`config.mk`:
```
export PLATFORM = sky130hd
export DESIGN_NAME = adaptive_wake_backoff_unit
export DESIGN_NICKNAME = d
export VERILOG_FILES = /design/src/rtl/awb_pkg.sv /design/src/rtl/awb_csr.sv /design/src/rtl/awb_core.sv /design/src/rtl/adaptive_wake_backoff_unit.sv
export SDC_FILE = /design/constraint.sdc
export NUM_CORES = 1
export LEC_CHECK = 0
export CAP_MARGIN = 15
export CORE_AREA = 2 2 152 139
export DETAILED_ROUTE_END_ITERATION = 8
export DIE_AREA = 0 0 154 141
export DONT_BUFFER_PORTS = 1
export HOLD_SLACK_MARGIN = 0.1
export SYNTH_ARGS = -nofsm -noshare
export SYNTH_HDL_FRONTEND = slang
export SYNTH_HIERARCHICAL = 1
export SYNTH_SLANG_ARGS = --single-unit
```
`constraint.sdc`:
```
create_clock -name clock -period 7.1 [get_ports clock]
set_clock_uncertainty 0.15 [all_clocks]
set_input_delay 0.355 -clock clock [delete_from_list [all_inputs] [get_ports clock]]
set_output_delay 0.355 -clock clock [all_outputs]
set_load 0.05 [all_outputs]
```
`src/rtl/awb_pkg.sv`:
```
package awb_pkg;

   localparam int MinWidth       = 16;
   localparam int PeriodWidth    = 8;
   localparam int StreakWidth    = 8;
   localparam int OutcomeWidth   = 3;
   localparam int CsrIndexWidth  = 3;
   localparam int ShiftWidth     = 2 * MinWidth - 1;
   localparam int ShiftSelWidth  = $clog2(MinWidth);

   localparam logic [MinWidth-1:0]    MIN_SLEEP       = MinWidth'(5);
   localparam logic [StreakWidth-1:0] STREAK_MAX      = '1;

   localparam logic [MinWidth-1:0]    WAKE_RESET      = MinWidth'(60);
   localparam logic [MinWidth-1:0]    QUIET_MAX_RESET = MinWidth'(12 * 60);
   localparam logic [MinWidth-1:0]    ERR_BASE_RESET  = MinWidth'(15);
   localparam logic [MinWidth-1:0]    ERR_MAX_RESET   = MinWidth'(4 * 60);
   localparam logic [MinWidth-1:0]    BIND_RESET      = MinWidth'(5);
   localparam logic [MinWidth-1:0]    RETIRED_RESET   = MinWidth'(12 * 60);
   localparam logic [PeriodWidth-1:0] PERIOD_RESET    = PeriodWidth'(24);

   // outcome codes; codes above ERROR behave as ERROR
   localparam logic [OutcomeWidth-1:0] OUTCOME_OK        = 3'd0;
   localparam logic [OutcomeWidth-1:0] OUTCOME_UNCHANGED = 3'd1;
   localparam logic [OutcomeWidth-1:0] OUTCOME_BIND      = 3'd2;
   localparam logic [OutcomeWidth-1:0] OUTCOME_RETIRED   = 3'd3;
   localparam logic [OutcomeWidth-1:0] OUTCOME_ERROR     = 3'd4;

   // register indexes
   localparam logic [CsrIndexWidth-1:0] REG_WAKE      = 3'd0;
   localparam logic [CsrIndexWidth-1:0] REG_QUIET_MAX = 3'd1;
   localparam logic [CsrIndexWidth-1:0] REG_ERR_BASE  = 3'd2;
   localparam logic [CsrIndexWidth-1:0] REG_ERR_MAX   = 3'd3;
   localparam logic [CsrIndexWidth-1:0] REG_BIND      = 3'd4;
   localparam logic [CsrIndexWidth-1:0] REG_RETIRED   = 3'd5;
   localparam logic [CsrIndexWidth-1:0] REG_PERIOD    = 3'd6;

   typedef struct packed {
      logic [MinWidth-1:0]    wake_interval_min;
      logic [MinWidth-1:0]    quiet_max_min;
      logic [MinWidth-1:0]    error_base_min;
      logic [MinWidth-1:0]    error_max_min;
      logic [MinWidth-1:0]    bind_retry_min;
      logic [MinWidth-1:0]    retired_min;
      logic [PeriodWidth-1:0] battery_period;
   } cfg_type;

   typedef struct packed {
      logic [MinWidth-1:0] sleep_minutes;
      logic                post_battery;
      logic                mark_stable;
   } res_type;

endpackage

```
`src/rtl/awb_csr.sv`:
```
module awb_csr
   import awb_pkg::*;
(
   input  logic                     clock,
   input  logic                     reset,
   input  logic                     csr_write,
   input  logic [CsrIndexWidth-1:0] csr_index,
   input  logic [MinWidth-1:0]      csr_data,
   output cfg_type                  cfg
);

   cfg_type cfg_ff;
   cfg_type cfg_in;

   always_comb begin
      cfg_in = cfg_ff;
      if (csr_write) begin
         unique case (csr_index)
            REG_WAKE:      cfg_in.wake_interval_min =
                              (csr_data < MIN_SLEEP) ? MIN_SLEEP : csr_data;
            REG_QUIET_MAX: cfg_in.quiet_max_min  = csr_data;
            REG_ERR_BASE:  cfg_in.error_base_min = csr_data;
            REG_ERR_MAX:   cfg_in.error_max_min  = csr_data;
            REG_BIND:      cfg_in.bind_retry_min = csr_data;
            REG_RETIRED:   cfg_in.retired_min    = csr_data;
            REG_PERIOD:    cfg_in.battery_period = csr_data[PeriodWidth-1:0];
            default:       cfg_in = cfg_ff;
         endcase
      end
   end

   always_ff @(posedge clock) begin
      if (reset) begin
         cfg_ff.wake_interval_min <= WAKE_RESET;
         cfg_ff.quiet_max_min     <= QUIET_MAX_RESET;
         cfg_ff.error_base_min    <= ERR_BASE_RESET;
         cfg_ff.error_max_min     <= ERR_MAX_RESET;
         cfg_ff.bind_retry_min    <= BIND_RESET;
         cfg_ff.retired_min       <= RETIRED_RESET;
         cfg_ff.battery_period    <= PERIOD_RESET;
      end else begin
         cfg_ff <= cfg_in;
      end
   end

   assign cfg = cfg_ff;

endmodule

```
`src/rtl/awb_core.sv`:
```
module awb_core
   import awb_pkg::*;
(
   input  logic                    clock,
   input  logic                    reset,
   input  logic                    fire,
   input  logic [OutcomeWidth-1:0] outcome,
   input  cfg_type                 cfg,
   output res_type                 res
);

   logic [StreakWidth-1:0] unchanged_ff, unchanged_in;
   logic [StreakWidth-1:0] failure_ff, failure_in;
   logic [StreakWidth-1:0] skips_ff, skips_in;

   logic [MinWidth-1:0]    base_sel, ceil_sel, fixed_min, minutes;
   logic [StreakWidth-1:0] steps_sel;
   logic                   use_backoff;
   logic [ShiftWidth-1:0]  shifted;
   logic                   big_shift;
   logic [MinWidth-1:0]    backoff_min;
   logic                   eligible, post;
   logic [StreakWidth:0]   skips_inc;

   // streak updates and operand selection for the shared shifter
   always_comb begin
      unchanged_in = '0;
      failure_in   = '0;
      use_backoff  = 1'b0;
      base_sel     = cfg.error_base_min;
      ceil_sel     = cfg.error_max_min;
      steps_sel    = failure_ff;
      fixed_min    = cfg.wake_interval_min;
      case (outcome)
         OUTCOME_OK: begin
            fixed_min = cfg.wake_interval_min;
         end
         OUTCOME_UNCHANGED: begin
            use_backoff  = 1'b1;
            base_sel     = cfg.wake_interval_min;
            ceil_sel     = cfg.quiet_max_min;
            steps_sel    = unchanged_ff;
            unchanged_in = (unchanged_ff == STREAK_MAX) ? unchanged_ff
                                                        : unchanged_ff + 1'b1;
         end
         OUTCOME_BIND: begin
            fixed_min = cfg.bind_retry_min;
         end
         OUTCOME_RETIRED: begin
            fixed_min = cfg.retired_min;
         end
         default: begin
            use_backoff = 1'b1;
            failure_in  = (failure_ff == STREAK_MAX) ? failure_ff
                                                     : failure_ff + 1'b1;
         end
      endcase
   end

   // min(base * 2^steps, ceiling); a nonzero base shifted 16 or more always tops out
   assign big_shift = (steps_sel[StreakWidth-1:ShiftSelWidth] != '0) && (base_sel != '0);
   assign shifted   = ShiftWidth'(base_sel) << steps_sel[ShiftSelWidth-1:0];
   assign backoff_min = (big_shift || (shifted > ShiftWidth'(ceil_sel)))
                        ? ceil_sel : shifted[MinWidth-1:0];

   assign minutes = use_backoff ? backoff_min : fixed_min;

   // heartbeat divider
   assign eligible  = (outcome == OUTCOME_OK) || (outcome == OUTCOME_UNCHANGED);
   assign skips_inc = {1'b0, skips_ff} + 1'b1;
   assign post      = eligible && (skips_inc >= {1'b0, cfg.battery_period});

   always_comb begin
      skips_in = skips_ff;
      if (post) begin
         skips_in = '0;
      end else if (eligible) begin
         skips_in = skips_inc[StreakWidth-1:0];
      end
   end

   always_ff @(posedge clock) begin
      if (reset) begin
         unchanged_ff <= '0;
         failure_ff   <= '0;
         skips_ff     <= '1;
      end else if (fire) begin
         unchanged_ff <= unchanged_in;
         failure_ff   <= failure_in;
         skips_ff     <= skips_in;
      end
   end

   assign res.sleep_minutes = (minutes < MIN_SLEEP) ? MIN_SLEEP : minutes;
   assign res.post_battery  = post;
   assign res.mark_stable   = (outcome <= OUTCOME_RETIRED);

endmodule

```
`src/rtl/adaptive_wake_backoff_unit.sv`:
```
// Wake-interval scheduler.
// req channel: one beat per wake cycle carrying req_outcome (ok, unchanged,
//   bind, retired, error; undefined codes act as error).
// rsp channel: one beat per request with the next sleep interval in minutes
//   (never below 5), a battery-heartbeat flag and a stable mark.
// csr port: single-cycle writes of the seven scheduling registers by index;
//   writes to an unused index are dropped. Write only while idle.
// Path: the request beat lands in the input register, then the result
//   register loads the result and rsp_valid rises. Throughput: one beat
//   per cycle while rsp_ready is high; the whole computation (one 16-bit
//   barrel shift plus compare, counter updates) sits between the two
//   registers.
// Stall: while rsp_ready is low the result holds and one more request can
//   still be taken into the input register; req_ready then drops.
// Reset (synchronous): both registers empty, streak counters zero, the
//   heartbeat counter all ones so the first eligible cycle reports, and
//   the scheduling registers return to their defaults.
module adaptive_wake_backoff_unit
   import awb_pkg::*;
(
   input  logic                     clock,
   input  logic                     reset,
   input  logic                     req_valid,
   output logic                     req_ready,
   input  logic [OutcomeWidth-1:0]  req_outcome,
   output logic                     rsp_valid,
   input  logic                     rsp_ready,
   output logic [MinWidth-1:0]      rsp_sleep_minutes,
   output logic                     rsp_post_battery,
   output logic                     rsp_mark_stable,
   input  logic                     csr_write,
   input  logic [CsrIndexWidth-1:0] csr_index,
   input  logic [MinWidth-1:0]      csr_data
);

   cfg_type cfg;
   res_type res;

   logic                    in_valid_ff;
   logic [OutcomeWidth-1:0] in_outcome_ff;
   logic                    out_valid_ff;
   res_type                 out_res_ff;
   logic                    advance;   // input beat moves into the result register

   awb_csr u_csr (
      .clock     (clock),
      .reset     (reset),
      .csr_write (csr_write),
      .csr_index (csr_index),
      .csr_data  (csr_data),
      .cfg       (cfg)
   );

   // streak state updates on the same edge the result is captured,
   // so the next beat in line already sees it
   awb_core u_core (
      .clock   (clock),
      .reset   (reset),
      .fire    (advance),
      .outcome (in_outcome_ff),
      .cfg     (cfg),
      .res     (res)
   );

   assign advance   = in_valid_ff && (!out_valid_ff || rsp_ready);
   assign req_ready = !in_valid_ff || advance;

   // input register
   always_ff @(posedge clock) begin
      if (reset) begin
         in_valid_ff <= 1'b0;
      end else if (req_ready) begin
         in_valid_ff <= req_valid;
      end
   end

   always_ff @(posedge clock) begin
      if (req_ready && req_valid) begin
         in_outcome_ff <= req_outcome;
      end
   end

   // result register
   always_ff @(posedge clock) begin
      if (reset) begin
         out_valid_ff <= 1'b0;
      end else if (!out_valid_ff || rsp_ready) begin
         out_valid_ff <= in_valid_ff;
      end
   end

   always_ff @(posedge clock) begin
      if (advance) begin
         out_res_ff <= res;
      end
   end

   assign rsp_valid         = out_valid_ff;
   assign rsp_sleep_minutes = out_res_ff.sleep_minutes;
   assign rsp_post_battery  = out_res_ff.post_battery;
   assign rsp_mark_stable   = out_res_ff.mark_stable;

   // a result never goes below the floor
   a_min_floor: assert property (@(posedge clock) disable iff (reset)
      rsp_valid |-> (rsp_sleep_minutes >= MIN_SLEEP))
      else $error("sleep interval below floor");

   // error cycles never post a heartbeat
   a_err_no_post: assert property (@(posedge clock) disable iff (reset)
      (rsp_valid && !rsp_mark_stable) |-> !rsp_post_battery)
      else $error("heartbeat on error cycle");

   // a pending input with room downstream shows up as a result next cycle
   a_advance: assert property (@(posedge clock) disable iff (reset)
      advance |=> rsp_valid)
      else $error("advanced beat lost");

   // backpressure only when both registers are full and the sink stalls
   a_ready_low: assert property (@(posedge clock) disable iff (reset)
      !req_ready |-> (in_valid_ff && out_valid_ff && !rsp_ready))
      else $error("request refused without a stall");

endmodule

```
# [Word level (Yosys, flattened, before mapping)]
# Cells that the tools add are included.
[word_totals] regBits=151
[op_classes] n_shift=1 magnitude_cmp=5 n_eq_ne=13 n_mux=13 n_reduce_logical=27 add_sub_neg=3
[op_table] op="16-bit two-way mux" count=5
[op_table] op="8-bit two-way mux" count=7
[op_table] op="16-bit by 3-bit < comparator with 1-bit output, second input constant" count=2
[op_table] op="16-bit one-hot mux with 2 select lines" count=1
[op_table] op="31-bit by 16-bit greater-than comparator with 1-bit output" count=1
[op_table] op="16-bit by 4-bit left shift with 31-bit output" count=1
[op_table] op="2-bit AND reduction" count=10
[op_table] op="8-bit by 1-bit adder with 8-bit output, second input constant" count=2
[op_table] op="8-bit == test, second input constant" count=2
[op_table] op="16-bit nonzero test" count=1
[op_table] op="3-bit by 2-bit == test with 1-bit output, second input constant" count=4
[op_table] op="8-bit by 1-bit adder with 9-bit output, second input constant" count=1
[op_table] op="3-bit == test, second input constant" count=3
[op_table] op="9-bit by 8-bit >= comparator with 1-bit output" count=1
[op_table] op="3-bit by 1-bit == test with 1-bit output, second input constant" count=2
[op_table] op="3-bit logical NOT" count=2
[op_table] op="1-bit logical AND" count=4
[op_table] op="1-bit logical OR" count=4
[op_table] op="2-bit inequality test, second input constant" count=2
[op_table] op="4-bit nonzero test" count=1
[op_table] op="4-bit OR reduction" count=1
[op_table] op="3-bit by 2-bit less-or-equal comparator with 1-bit output, second input constant" count=1
[op_table] op="3-bit OR reduction" count=1
[op_table] op="1-bit logical NOT" count=2
[op_table] op="2-bit nonzero test" count=1

# [Longest topological paths before layout]
# Gate-level depths: netlist of run 1.
[logic_depth] depth_word=8 ltp_mapped=23 mapped_depth_nobuf=18

# [Hierarchy]
# The synthesis of run 1 kept the hierarchy.
[by_module_without_submodules] mod="awb_core" area_each_um2=4433.0 instances=1 cells_per_inst=594
[by_module_without_submodules] mod="awb_csr" area_each_um2=3779.9 instances=1 cells_per_inst=477
[by_module_without_submodules] mod="adaptive_wake_backoff_unit" area_each_um2=734.5 instances=1 cells_per_inst=31

# [Worst setup path after synthesis of run 1]
# OpenSTA, ideal clock, no wires.
[synth_path] path_kind="register -> register" startpoint="register in_outcome_ff[1]" endpoint="register out_res_ff, in the netlist rsp_sleep_minutes[1] (data pin)" arrival_ps=4785 stages_incl_launch_ff=22 synth_period_minus_slack_ps=5194 path_slack_ps=1906 required_ps=6691 n_path_buf=5 setup_time_ps=259 cell_sequence="edfxtp_1 -> buf_6 -> or3b_4 -> buf_6 -> buf_6 -> buf_2 -> a211oi_1 -> a211oi_1 -> a31o_2 -> mux4_2 -> ha_1 -> nand3_1 -> nand2_1 -> a211o_1 -> o31ai_1 -> nand4_1 -> or2_1 -> buf_2 -> mux2i_1 -> a2111oi_0 -> and4b_1 -> a21boi_1"
[synth_between] elab_chain_cells=8 word_cells_on_any_way=18 cone_classes="2 x order compare; 3 x eq/ne; 1 x shift; 6 x mux; 6 x reduce/logical"
[synth_rtl] item="start: declaration" line="adaptive_wake_backoff_unit.sv:40" text="logic [OutcomeWidth-1:0] in_outcome_ff;"
[synth_rtl] item="start signal: assignment" line="adaptive_wake_backoff_unit.sv:79" text="in_outcome_ff <= req_outcome;"
[synth_rtl] item="3-bit by 1-bit == test with 1-bit output" line="awb_core.sv:34" text="case (outcome)"
[synth_rtl] item="16-bit two-way mux or 8-bit two-way mux (tied branches)" line="awb_core.sv:34"
[synth_rtl] item="16-bit by 4-bit left shift with 31-bit output (tied with other cells)" line="awb_core.sv:62" text="assign shifted = ShiftWidth'(base_sel) << steps_sel[ShiftSelWidth-1:0];"
[synth_rtl] item="31-bit by 16-bit greater-than comparator with 1-bit output or 1-bit logical AND (tied branches)" line="awb_core.sv:63, awb_core.sv:61"
[synth_rtl] item="1-bit logical OR" line="awb_core.sv:63" text="assign backoff_min = (big_shift || (shifted > ShiftWidth'(ceil_sel)))"
[synth_rtl] item="16-bit two-way mux" line="awb_core.sv:64" text="? ceil_sel : shifted[MinWidth-1:0];"
[synth_rtl] item="16-bit two-way mux (*)" line="awb_core.sv:66" text="assign minutes = use_backoff ? backoff_min : fixed_min;"
[synth_rtl] item="16-bit by 3-bit < comparator with 1-bit output" line="awb_core.sv:94" text="assign res.sleep_minutes = (minutes < MIN_SLEEP) ? MIN_SLEEP : minutes;"
[synth_rtl] item="end signal: assignment" line="adaptive_wake_backoff_unit.sv:94" text="out_res_ff <= res;"
[synth_rtl] item="end: declaration" line="adaptive_wake_backoff_unit.sv:42" text="res_type out_res_ff;"
# Every way passes the cells marked *; elsewhere a longest branch is shown, timed or not.
# A chain may end at the register's enable or synchronous reset.

# [Final worst setup path of run 1]
# Ends and elaborated chain as after synthesis.

==> impl_metrics.yaml, run 1 <==
power:
  leakagePower_uw: 0.00368
  powerDensity_nw_per_um2: 223
  totalPowerFinal_uw: 2210
  peakVddDrop_mv: 0.188
sta:
  min_period_over_period_pct: 86.0
  max_freq_mhz: 164
  report.final.setup_viol: 0
  hold_viol_final: 0
  fin_crit_ns: 6.11
  setup_tns_ns: 0
  slew_violations: 0
  fin_hold_ws_ns: 0.142
  rsz0062_at_grt: "false"
  slew_headroom_pct: 31.8
  worst_pin_slew_ns: 0.994
  postLayoutSetupSlackWorst_ns: 0.993
cts:
  cts_buffer_depth: 2
  clk_pin_slew_ns: 0.08
  clkLatencyLatePin_ns: 0.43
  cts_resized: 0
  cts_inserted_buffers: 17
  cts.sinks: 151
  cts_tree: "built"
  htree_num_levels: 4
  cts_setup_buffers: 0
  cts-root-buf: "clkbuf_16"
routing:
  drt_iter0_markers: 882
  avgRoutedWirePerCell_um: 21.2
  wirelength_um: 28900
  drtPass1Iterations: 6
  dr_total_vias: 8177
  vias_per_cell: 6.02
  ant_nets: 0
  route.detailed.drc: 0
synthesis:
  ys.flop_type: "dfxtp_1"
  yosysSeqAreaShare_pct: 36.1
  synth_area_per_cell_um2: 8.12
  synth_area_leader_cell: "dfxtp_1"
  synth_cell_types: 85
  yosys-top-cells-count: "265 x nand2_1, 130 x dfxtp_1, 111 x a21oi_1"
  netlist_top_cells_area: "dfxtp_1 29%, nand2_1 11%, mux2i_1 7.6%, edfxtp_1 7.0%, a21oi_1 6.2%"
  synthDominantCellAreaShare_pct: 29.1
  synth_most_common_cell: "nand2_1"
  synthCells: 1102
  ys_warn_count: 6
  async_flop_share_pct: 0
  synth_edf_count: 21
  syn-cell-area_um2: 8950
  ys_seq_elements: 151
  synth_fp_nets: 1156
placement:
  port_buffers: 0
  hpwl_um: 19500
  place_ws_ns: 1.12
  gp_congestion: 0.944
setup_path:
  cpMaxStageDelayCell: "edfxtp_1"
  critPathMaxStageDelay_ns: 0.67
  start_kind: "flop"
  cp.required_ns: 7.12
  cp-end-kind: "flop"
  crit_arrival_ns: 6.13
  timing.reg2reg.setup_slack_ns: 0.99
  cp_max_fo: 19
  cp_common_cell: "nand4_1"
  crit_type: "flop to flop"
  cp_cell_sequence: "or3b_4 -> a21oi_2 -> o21ai_0 -> and3_1 -> mux4_2 -> ha_1 -> nand4_1 -> a211o_1 -> a31oi_1 -> o31ai_1 -> nand4_1 -> buf_4 -> or2_1 -> o221ai_1 -> nor4_1 -> and4bb_1 -> a21boi_1"
global_routing:
  first_global_vias: 7109
  grt_util_all_layers_pct: 26.4
  grt_max_degree: 118
  antenna_found_initial: 0
  grt_pass1_wl_um: 43800
  gr-total-overflow: 0
floorplan:
  die_area_um2: 21700
  start_util_pct: 44.0
  fp.coreArea_um2: 20300
  chipHeight_um: 141
  num_rows: 50
  io_pins: 47
  die_w_um: 154
finish:
  drive_above_1_share_pct: 7.74
  area_growth_pct: 11.0
  nNetsFinal: 1139
  diodes: 0
status:
  status: "completed"
min_path:
  hp-class: "input pin to flop"
run:
  maxCapViolCount: 0
==> cell families (layout without fill, tap and decap cells) <==
kind of cell	Yosys count	count (layout)	synth area share, %
muxes	90	90	10.9
adders and majority gates	27	27	3.78
DFF	151	151	36.1
xor gates and xnor gates	15	15	1.47
buffers and inverters	93	89	4.54
and+or+nand+nor	471	471	24.8
AOI/OAI and AO/OA	255	255	18.4
==> final cells by class <==
type / count / area, um2
Tap cell: 260 / 325
Multi-Input combinational cell: 858 / 5310
Fill cell: 1979 / 10400
Clock inverter: 15 / 194
Inverter: 20 / 75.1
Clock buffer: 17 / 425
Timing Repair Buffer: 37 / 368
Sequential cell: 151 / 3230
==> routing by layer <==
metal	track usage, %	vias to the layer above	wire (um)
met5	0	-	0
met4	8.36	0	590
met3	6.21	38	2510
met2	37.2	351	11900
met1	39.4	3870	13800
li1	-	3918	-
==> flip-flops by register name (all words and copies together), names as in the netlist <==
signal	flops
in_valid_ff	1
rsp_post_battery	1
rsp_valid	1
rsp_sleep_minutes	16
u_csr/cfg	104
in_outcome_ff	3
u_core/skips_ff	8
rsp_mark_stable	1
u_core/unchanged_ff	8
u_core/failure_ff	8
==> where the power goes <==
group,internal (uW),leakage (uW),switching (uW),total (uW)
combinational,126,0.00213,206,331
sequential,898,0.00125,55.3,954
clock,483,0.000300,445,928
total,1510,0.00368,706,2210
==> final timing paths <==
| check | start | depth (start not counted) | end |
|---|---|---|---|
| worst max-delay path | in_outcome_ff[1] | 17 | rsp_sleep_minutes[1] |
| worst min-delay path | reset | 2 | u_core/unchanged_ff[0] |
| worst max register to register | in_outcome_ff[1] | 17 | rsp_sleep_minutes[1] |
| worst min register to register | u_csr/cfg[36] | 2 | u_csr/cfg[36] |
==> cells in the final DEF, fill, tap and decap left out, types with 11 or more instances in the layout <==
cell | netlist | routed
nand2_1 | 265 | 265
dfxtp_1 | 130 | 130
a21oi_1 | 111 | 111
mux2i_1 | 68 | 68
nor2_1 | 58 | 58
o21ai_0 | 29 | 29
dlygate4sd3_1 | 0 | 28
ha_1 | 27 | 27
nand3b_1 | 26 | 26
nand3_1 | 25 | 25
edfxtp_1 | 21 | 21
inv_1 | 19 | 19
a211oi_1 | 19 | 19
mux2_2 | 18 | 18
clkbuf_16 | 0 | 17
nor4_1 | 16 | 16
a21o_1 | 14 | 14
o211ai_1 | 14 | 14
xor2_1 | 11 | 11
nand4_1 | 11 | 11
==> worst max-delay path: cells and delay by family (launching register included) <==
kind	cells	cell delay [ns]
compound gates	7	1.76
fa+ha+maj	1	0.32
buf+inv	1	0.23
flops	1	0.67
mux	1	0.50
simple gates	7	2.20
==> metrics by stage <==
| stage | utilization (%) | instances | cell area, um2 |
|---|---|---|---|
| 6_report | 48.8 | 1358 | 9930 |
| 5_1_grt | 48.8 | 1358 | 9930 |
| 4_1_cts | 48.8 | 1358 | 9930 |
| 2_1_floorplan | - | 1102 | 8950 |
| 3_5_place_dp | 44.3 | 1297 | 9000 |
| 3_3_place_gp | 44.3 | 1297 | 9000 |
==> what timing repair did <==
item / 4_1_cts / 5_1_grt
endpoints found under the hold margin: 128 / 0
hold buffers: 29 / 0
setup endpoints to repair: 0 / 0
Power figures use the tool's default switching activity.
==> inputs of run 2 (changes only) <==
PLACE_DENSITY = 0.62   (was unset)
SETUP_SLACK_MARGIN = 0.2   (was unset)
==> run 2 against run 1 <==
Effect of this change: total power decreased by 0.84%; wire length decreased by 1.5%; clock power decreased by 2%; clock-buffer cell count unchanged; setup slack got worse by 0.44 ns; via count increased by 0.92%.
==> impl_metrics.yaml, run 2 (same netlist as run 1, synthesis figures left out) <==
status:
  status: "completed"
floorplan:
  fp.coreArea_um2: 20300
  io_pins: 47
  start_util_pct: 44.0
  num_rows: 50
  die_area_um2: 21700
  die_w_um: 154
  chipHeight_um: 141
global_routing:
  grt_pass1_wl_um: 44600
  antenna_found_initial: 1
  grt_util_all_layers_pct: 26.6
  first_global_vias: 7555
  grt_max_degree: 118
  gr-total-overflow: 0
setup_path:
  critPathMaxStageDelay_ns: 0.63
  cp_cell_sequence: "or3b_4 -> buf_4 -> a21o_1 -> a211oi_1 -> a31o_2 -> mux4_2 -> ha_1 -> nand3_1 -> nand2_1 -> a211o_1 -> o31ai_1 -> nand4_1 -> or2_1 -> a311oi_1 -> a2111oi_0 -> and4b_1 -> a22o_1"
  crit_type: "flop to flop"
  cp-end-kind: "flop"
  cpMaxStageDelayCell: "or2_1"
  start_kind: "flop"
  cp.required_ns: 7.14
  cp_max_fo: 28
  crit_arrival_ns: 6.59
sta:
  min_period_over_period_pct: 92.2
  rsz0062_at_grt: "false"
  fin_crit_ns: 6.55
  setup_tns_ns: 0
  hold_viol_final: 0
  report.final.setup_viol: 0
  worst_pin_slew_ns: 1.06
  slew_headroom_pct: 29.2
  max_freq_mhz: 153
  slew_violations: 0
routing:
  ant_nets: 0
  wl_met3_um: 3020
  maxUsedRoutingLayer: "met4"
  vias_per_cell: 6.06
  route.met2.wl_um: 11900
  drt_iter0_markers: 787
  met1Wirelength_um: 12900
  avgRoutedWirePerCell_um: 20.9
  dr_total_vias: 8252
  route.detailed.drc: 0
  wirelength_um: 28400
  drtPass1Iterations: 5
run:
  maxCapViolCount: 0
cts:
  clk_pin_slew_ns: 0.07
  cts_inserted_buffers: 17
  cts-root-buf: "clkbuf_16"
  cts_tree: "built"
  cts.sinks: 151
  htree_num_levels: 4
  clkLatencyLatePin_ns: 0.44
  cts_buffer_depth: 2
  cts_resized: 0
finish:
  final_util_pct: 48.9
  largest_reg_flops: 104
  area_growth_pct: 11.1
  final_common_cell: "nand2_1"
  fill_cells: 2003
  drive_above_1_share_pct: 7.90
  nNetsFinal: 1142
  final_cell_mix: "265 x nand2_1, 130 x dfxtp_1, 111 x a21oi_1, 68 x mux2i_1, 58 x nor2_1"
placement:
  gp_congestion: 1.00
  port_buffers: 0
  hpwl_um: 19300
power:
  leakagePower_uw: 0.00369
  powerDensity_nw_per_um2: 221
  totalPowerFinal_uw: 2190
  peakVddDrop_mv: 0.157
min_path:
  hp-class: "input pin to flop"
==> run 2: layout make-up <==
class                      instances  area, um2  area share [%]
antenna                            1       2.50          0.0252
clock buffer                      17        425            4.28
clock inverter                    15        178            1.79
inverter                          20       75.1           0.755
multi-input combinational        858       5310            53.4
sequential                       151       3230            32.5
tap                              260        325            3.27
timing repair buffer              40        393            3.95
==> run 2: stage by stage <==
stage | setup slack (ns) | hold slack (ns) | cells | instance area, um2
final | 0.551 | 0.124 | 1362 | 9940
after global routing | 0.206 | 0.117 | 1362 | 9940
after CTS | 0.661 | 0.103 | 1361 | 9940
after detailed placement | 0.684 | 0.278 | 1299 | 9020
after global placement | 0.851 | 0.281 | 1299 | 9020
after floorplan | 1.91 | 0.267 | 1102 | 8950
==> run 2: what timing repair did <==
| action | 4_1_cts | 5_1_grt |
|---|---|---|
| hold buffers | 30 | 0 |
| hold endpoints to repair | 128 | 0 |
| buffers inserted | 0 | 0 |
==> run 2: metal layers <==
metal,GRT usage [%],vias to the layer above
met4,7.23,0
met1,38.5,3882
met3,7.65,41
li1,-,3913
met2,38.4,416
met5,0,-
==> run 2: power by group <==
part / switching (uW) / leakage (uW) / internal [uW] / total (uW)
clock network: 436 / 0.000291 / 477 / 913
registers: 52.0 / 0.00125 / 899 / 951
logic: 206 / 0.00214 / 125 / 331
total: 694 / 0.00369 / 1500 / 2190
==> run 2: path summary, 6_finish.rpt <==
check	from	to	slack (ns)	depth (start not counted)
worst max-delay path	in_outcome_ff[0]	rsp_sleep_minutes[2]	0.55	17
worst min-delay path	csr_data[9]	u_csr/cfg[89]	0.12	3
worst max register to register	in_outcome_ff[0]	rsp_sleep_minutes[2]	0.55	17
worst min register to register	u_csr/cfg[9]	u_csr/cfg[9]	0.31	2
==> run 2: critical path, delay by kind of cell (launching register included) <==
kind / cells / cell delay (ns)
buffers and inverters: 1 / 0.38
and+or+nand+nor: 6 / 2.09
AOI/OAI and AO/OA: 8 / 2.26
DFF: 1 / 0.59
adders and majority gates: 1 / 0.33
muxes: 1 / 0.48
==> inputs of run 3 (changes only) <==
CORE_AREA = 2 2 186 169   (was 2 2 152 139)
CTS_BUF_LIST = sky130_fd_sc_hd__clkbuf_8 sky130_fd_sc_hd__clkbuf_16   (was unset)
DIE_AREA = 0 0 188 171   (was 0 0 154 141)
HOLD_SLACK_MARGIN = unset   (was 0.1)
PLACE_DENSITY = 0.46   (was 0.62)
==> run 3 against run 2 <==
Effect of this change: global-route usage down 6.9 points; combinational power up 3%; setup slack better by 0.52 ns; wire length up 10%; fmax up 8.6%; total power down 0.66%; largest power group unchanged.
==> impl_metrics.yaml, run 3 (same netlist as run 1, synthesis figures left out) <==
status:
  status: "completed"
finish:
  final_common_cell: "nand2_1"
  largest_reg_flops: 104
  drive_above_1_share_pct: 8.04
  nNetsFinal: 1136
  area_growth_pct: 12.0
  diodes: 0
  final_cell_mix: "265 x nand2_1, 130 x dfxtp_1, 111 x a21oi_1, 68 x mux2i_1, 58 x nor2_1"
routing:
  avgRoutedWirePerCell_um: 20.9
  wirelength_um: 31400
  route.detailed.drc: 0
  drtPass1Iterations: 5
  drt_iter0_markers: 811
  ant_nets: 0
  dr_total_vias: 8166
  vias_per_cell: 5.43
sta:
  min_period_over_period_pct: 85.0
  max_freq_mhz: 166
  hold_viol_final: 0
  report.final.setup_viol: 0
  worst_pin_slew_ns: 1.12
  rsz0062_at_grt: "false"
  slew_violations: 0
  slew_headroom_pct: 23.4
  fin_hold_ws_ns: 0.0352
  fin_crit_ns: 6.03
  setup_tns_ns: 0
global_routing:
  antenna_found_initial: 1
  grt.met1_usage_pct: 29.7
  grt_max_degree: 117
  use_met3_pct: 5.19
  grt_pass1_wl_um: 47700
  grt.busiest_layer: "met1"
  grt_util_all_layers_pct: 19.7
  grtUsageMet2_pct: 26.7
  gr-total-overflow: 0
  first_global_vias: 7406
setup_path:
  cp_cell_sequence: "buf_4 -> nor3b_4 -> mux2i_1 -> nand2_1 -> and3_1 -> a211oi_1 -> a21o_1 -> ha_1 -> a21oi_1 -> nand2_1 -> a211o_1 -> o31ai_1 -> nand4_1 -> buf_4 -> or2_1 -> a311oi_1 -> a2111oi_0 -> and4b_1 -> a22o_1"
  cpMaxStageDelayCell: "nor3b_4"
  critPathMaxStageDelay_ns: 0.76
  start_kind: "flop"
  critPathBufInv: 2
  cp_max_fo: 30
  critPathTopFamily: "compound AO/OA/AOI/OAI gates"
  crit_type: "flop to flop"
  crit_arrival_ns: 6.06
  cp-end-kind: "flop"
  cp.required_ns: 7.13
power:
  powerDensity_nw_per_um2: 218
  leakagePower_uw: 0.00365
  peakVddDrop_mv: 0.163
cts:
  cts_inserted_buffers: 17
  clkLatencyLatePin_ns: 0.44
  htree_num_levels: 4
  cts_tree: "built"
  cts_resized: 0
  cts_hold_buf: 22
  cts_setup_buffers: 0
  cts.sinks: 151
  cts_buffer_depth: 2
  clk_pin_slew_ns: 0.07
  cts-root-buf: "clkbuf_16"
floorplan:
  start_util_pct: 29.4
  io_pins: 47
  die_area_um2: 32100
  fp.coreArea_um2: 30500
  die_w_um: 188
  chipHeight_um: 171
  num_rows: 61
placement:
  hpwl_um: 21500
  port_buffers: 0
  gp_congestion: 0.950
run:
  maxCapViolCount: 0
min_path:
  hp-class: "input pin to flop"
==> run 3: report_power, final <==
group	switching (uW)	internal (uW)
logic	216	126
clock network	400	489
registers	50.6	899
total	667	1510
==> run 3: through the flow <==
step / utilization (%) / power [uW] / worst slack [ns] / cell area (um2) / instances
2_1_floorplan: - / 1200 / 1.91 / 8950 / 1102
3_3_place_gp: 30.3 / 1270 / 1.22 / 9220 / 1450
3_5_place_dp: 30.3 / 1270 / 1.21 / 9220 / 1450
4_1_cts: 32.9 / 2200 / 1.20 / 10000 / 1504
5_1_grt: 32.9 / 2270 / 0.736 / 10000 / 1504
6_report: 32.9 / 2180 / 1.07 / 10000 / 1504
==> run 3: path summary, 6_finish.rpt <==
check	start	endpoint	slack (ns)	depth (start not counted)
setup / recovery	in_outcome_ff[0]	rsp_sleep_minutes[2]	1.07	19
hold / removal	csr_index[2]	u_csr/cfg[103]	0.04	3
setup reg to reg	in_outcome_ff[0]	rsp_sleep_minutes[2]	1.07	19
hold reg to reg	u_csr/cfg[82]	u_csr/cfg[82]	0.30	2
==> run 3: metal layers <==
metal,wire (um),vias to the layer above
met3,2620,38
met1,15700,3910
met5,13,-
li1,-,3898
met4,603,2
met2,12400,318
==> run 3: layout make-up <==
type,count,area (um2)
clock buffers,17,425
well taps,409,512
repair buffers,34,328
clock inverters,15,140
multi-input cells,858,5310
flip-flops and latches,151,3230
fillers,3226,20400
inverters,20,75.1
==> run 3: worst min-delay path: stages <==
cell	delay [ns]
nor4b_4	0.08
nand2_1	0.09
a21oi_1	0.05
